<file path="config.mk">
export PLATFORM = sky130hd
export DESIGN_NAME = bmff_store
export DESIGN_NICKNAME = d
export VERILOG_FILES = /design/src/sv/bitmask_first_fit_offset_core_defines.svh /design/src/sv/bmff_store.sv
export SDC_FILE = /design/constraint.sdc
export NUM_CORES = 1
export LEC_CHECK = 0
export BUFFER_PORTS_ARGS = -buffer_cell sky130_fd_sc_hd__buf_2
export CAP_MARGIN = 20
export CORE_AREA = 2 2 230 232
export DETAILED_ROUTE_END_ITERATION = 8
export DIE_AREA = 0 0 232 234
export SYNTH_ARGS = -nofsm -noshare
export SYNTH_HDL_FRONTEND = slang
export SYNTH_SLANG_ARGS = --single-unit
</file>
<file path="constraint.sdc">
create_clock -name clk -period 11.81 [get_ports clk]
set_clock_uncertainty 0.05 [all_clocks]
set_input_delay 0.5905 -clock clk [delete_from_list [all_inputs] [get_ports clk]]
set_output_delay 0.5905 -clock clk [all_outputs]
set_load 0.01 [all_outputs]
</file>
<file path="src/sv/bitmask_first_fit_offset_core_defines.svh">
`ifndef BITMASK_FIRST_FIT_OFFSET_CORE_DEFINES_SVH
`define BITMASK_FIRST_FIT_OFFSET_CORE_DEFINES_SVH

// Same-cycle check, sampled on clk, off while rst_n is low
`define BMFF_CHECK_NOW(label, ante, cons, msg) \
  label: assert property (@(posedge clk) disable iff (!rst_n) (ante) |-> (cons)) \
    else $error(msg);

// Next-cycle check, sampled on clk, off while rst_n is low
`define BMFF_CHECK_NEXT(label, ante, cons, msg) \
  label: assert property (@(posedge clk) disable iff (!rst_n) (ante) |=> (cons)) \
    else $error(msg);

`endif

</file>
<file path="src/sv/bmff_store.sv">
module bmff_store #(
  parameter int DEPTH = 8,
  parameter int WIDTH = 64,
  parameter int IW    = 8
) (
  input  logic             clk,
  input  logic             we,
  input  logic [IW-1:0]    waddr,
  input  logic [WIDTH-1:0] wdata,
  input  logic [IW-1:0]    raddr,
  output logic [WIDTH-1:0] rdata
);

  localparam int            AW    = (DEPTH > 1) ? $clog2(DEPTH) : 1;
  localparam logic [IW-1:0] LIMIT = IW'(DEPTH);

  logic [WIDTH-1:0] mem [DEPTH];
  logic [WIDTH-1:0] rdata_r;

  // Write port, addresses past the store are dropped
  always_ff @(posedge clk) begin
    if (we && (waddr < LIMIT)) begin
      mem[waddr[AW-1:0]] <= wdata;
    end
  end

  // Registered read, addresses past the store read as free (zero)
  always_ff @(posedge clk) begin
    rdata_r <= (raddr < LIMIT) ? mem[raddr[AW-1:0]] : '0;
  end

  assign rdata = rdata_r;

endmodule

</file>
==> impl_metrics.toml <==
[yosys]
ys_ff_latch = 576
synth_top_family_by_area = "multiplexers"
yosys.area_share.adder_pct = 0
synth_xor_xnor_area_share_pct = 0
postSynthCellCount = 828
syn_avg_cell_area_um2 = 24.9
synthesized_nets = 910
mappedNetlistArea_um2 = 20600
netlist.area_leader.share_pct = 74.6
synth-simple-area-share_pct = 0.468
yosysSeqAreaShare_pct = 80.8
synth_compound_area_share_pct = 2.72
cell_variety_after_synth = 19
muxShareOfSynthArea_pct = 14.6
synth_top_cells_by_area = "edfxtp_1, mux4_2, dfxtp_1"
synth-warning-count = 0
netlist.top_cell.by_area = "edfxtp_1"

[timing]
rsz0062_at_grt = "false"
period_share_pct = 26.0
worst_slew_pin_slew_ns = 1.06
max_freq_mhz = 326
fin_tns_setup_ns = 0
final_period_minus_worst_setup_slack_ns = 3.07
slew-limit-headroom_pct = 29.4
timing.final.max_slew_violations = 0
final-hold-violation-count = 0
setup-violations-final = 0

[global_route]
use_met2_pct = 26.1
grt_pass1_wl_mm = 62.0
grt_util_overall_pct = 15.6
vias_in_the_first_global_route = 9626
grt_start_max_net_pins = 69
met1_usage_pct = 20.8
global_route.usage.met3_pct = 3.32
antenna_found_initial = 7
global_route_hottest_layer = "met2"
grt_remaining_overflow = 0

[critical_path]
cp-end-kind = "flop"
timing.critical_path.from_type = "primary input"
crit_path_max_fanout = 58
worst-endpoint-arrival_ns = 3.50
critical_path_start_end_classification = "primary input to flop"
worst-endpoint-required_ns = 12.25

[run]
drv_cap = 0

[clock_network]
cts.clk_slew.worst_paths_ns = 0.06
cts_num_sinks = 576
clock-root-buffer = "clkbuf_16"
max-clock-path-buffers = 3
tritoncts = "yes"
clock_latency_on_the_worst_skew_pair_ns = 0.60
cts-buffers-inserted = 57
post-cts-setup-buffers = 0
cts.hold.buffers_added = 0
cts-resized-gates = 0
h-tree-depth = 2

[die]
io-pin-count = 146
placementRows = 84
area_enclosed_by_the_die_boundary_um2 = 54300
die_height_um = 234
core_um2 = 52000
die_w_um = 232
start_util_pct = 39.6

[drt]
ant_nets = 0
drt-pass1-iter-count = 4
routed-via-count = 9083
drcViolationCount = 0
route.final.wire_length_mm = 41.7
initialDrtViolationCount = 780
routed_via_density = 5.20
wire_per_inst_um = 23.9

[place]
globalplace.congestion = 0.660
place.detailed.hpwl_mm = 21.2
buffer_ports.inserted = 145
placedInstanceArea_um2 = 22100

[final_layout]
multi_input_area_um2 = 3730
final.fill_count = 4316
layout.cells.most_common = "edfxtp_1"
layout-drive-gt1-share_pct = 33.4
commonest_cells_after_routing_fill_and_taps_aside = "edfxtp_1, buf_2, mux4_2"
post_layout_inst_area_um2 = 23900
nNetsFinal = 1089
final_design_utilization_pct = 46.0
regArea_um2 = 16700
area_delta_synth_final_pct = 16.1

[power_and_ir_drop]
pwr_cell_area_nw_per_um2 = 169
vdd.ir_drop.worst_mv = 0.0972
report.power.total_w = 0.00403
power_leakage_nw = 7.96

[outcome]
status = "complete, no violations"

[min_path]
min-delay-path-class = "primary input to flop"
==> critical path: stages <==
cell      delay [ns]
clkbuf_8        0.57
buf_4           0.69
buf_4           0.68
mux4_1          0.63
a22o_1          0.23
==> worst paths after layout <==
path | from | slack (ns) | to | depth (start not counted)
worst min-delay path | wdata[24] | 0.21 | mem[5][24] | 1
worst max register to register | mem[7][14] | 10.52 | rdata[14] | 2
worst min register to register | mem[0][55] | 0.60 | rdata[55] | 2
worst max-delay path | raddr[0] | 8.74 | rdata[17] | 5
==> routing by layer <==
metal / up-vias / wire length [um]
li1: 3952 / -
met1: 4858 / 17900
met2: 204 / 20900
met3: 61 / 2110
met4: 8 / 768
met5: - / 49
==> through the flow <==
step                std cells  hold WS, ns  worst slack (ns)
floorplan                 828        0.576              5.74
detailed placement       1635        0.591              8.02
finish                   1746        0.207              8.74
global placement         1635        0.586              8.03
CTS                      1742        0.164              8.66
global route             1743        0.195              8.48
==> layout make-up <==
| cell class | count | share of cell area, % |
|---|---|---|
| sequential | 576 | 69.6 |
| multi-input combinational | 210 | 15.6 |
| clock buffer | 76 | 6.65 |
| timing repair buffer | 162 | 3.71 |
| tap | 688 | 3.60 |
| clock inverter | 31 | 0.769 |
| antenna | 3 | 0.0314 |
==> registers in the layout (all words and copies together), names as in the netlist <==
signal / flops
rdata: 64
mem: 512
==> power breakdown <==
part	internal [W]	switching (W)	leakage, nW
Sequential	0.00222	0.00000204	5.12
Combinational	0.0000519	0.0000618	1.96
Clock	0.000965	0.000733	0.879
Total	0.00324	0.000797	7.96
==> synthesized netlist by cell type <==
| library cell | n |
|---|---|
| mux4_1 | 33 |
| and3b_1 | 1 |
| buf_6 | 14 |
| nor4_1 | 2 |
| nor2b_1 | 1 |
| nor3b_1 | 1 |
| a22o_1 | 64 |
| buf_1 | 7 |
| nand3_1 | 1 |
| edfxtp_1 | 512 |
| nor3_1 | 2 |
| nand3b_1 | 1 |
| nor2_1 | 6 |
| clkbuf_1 | 4 |
| buf_2 | 17 |
| mux4_2 | 95 |
| dfxtp_1 | 64 |
| nand2b_1 | 2 |
| nand2_1 | 1 |
==> kinds of logic (layout without fill, tap and decap cells) <==
logic type / count (synthesis) / in the layout
DFF: 576 / 576
muxes: 128 / 128
AOI/OAI and AO/OA: 64 / 64
buffers and inverters: 42 / 269
and+or+nand+nor: 18 / 18
other: 0 / 3
Note: power is estimated with default switching activity, not from simulation.
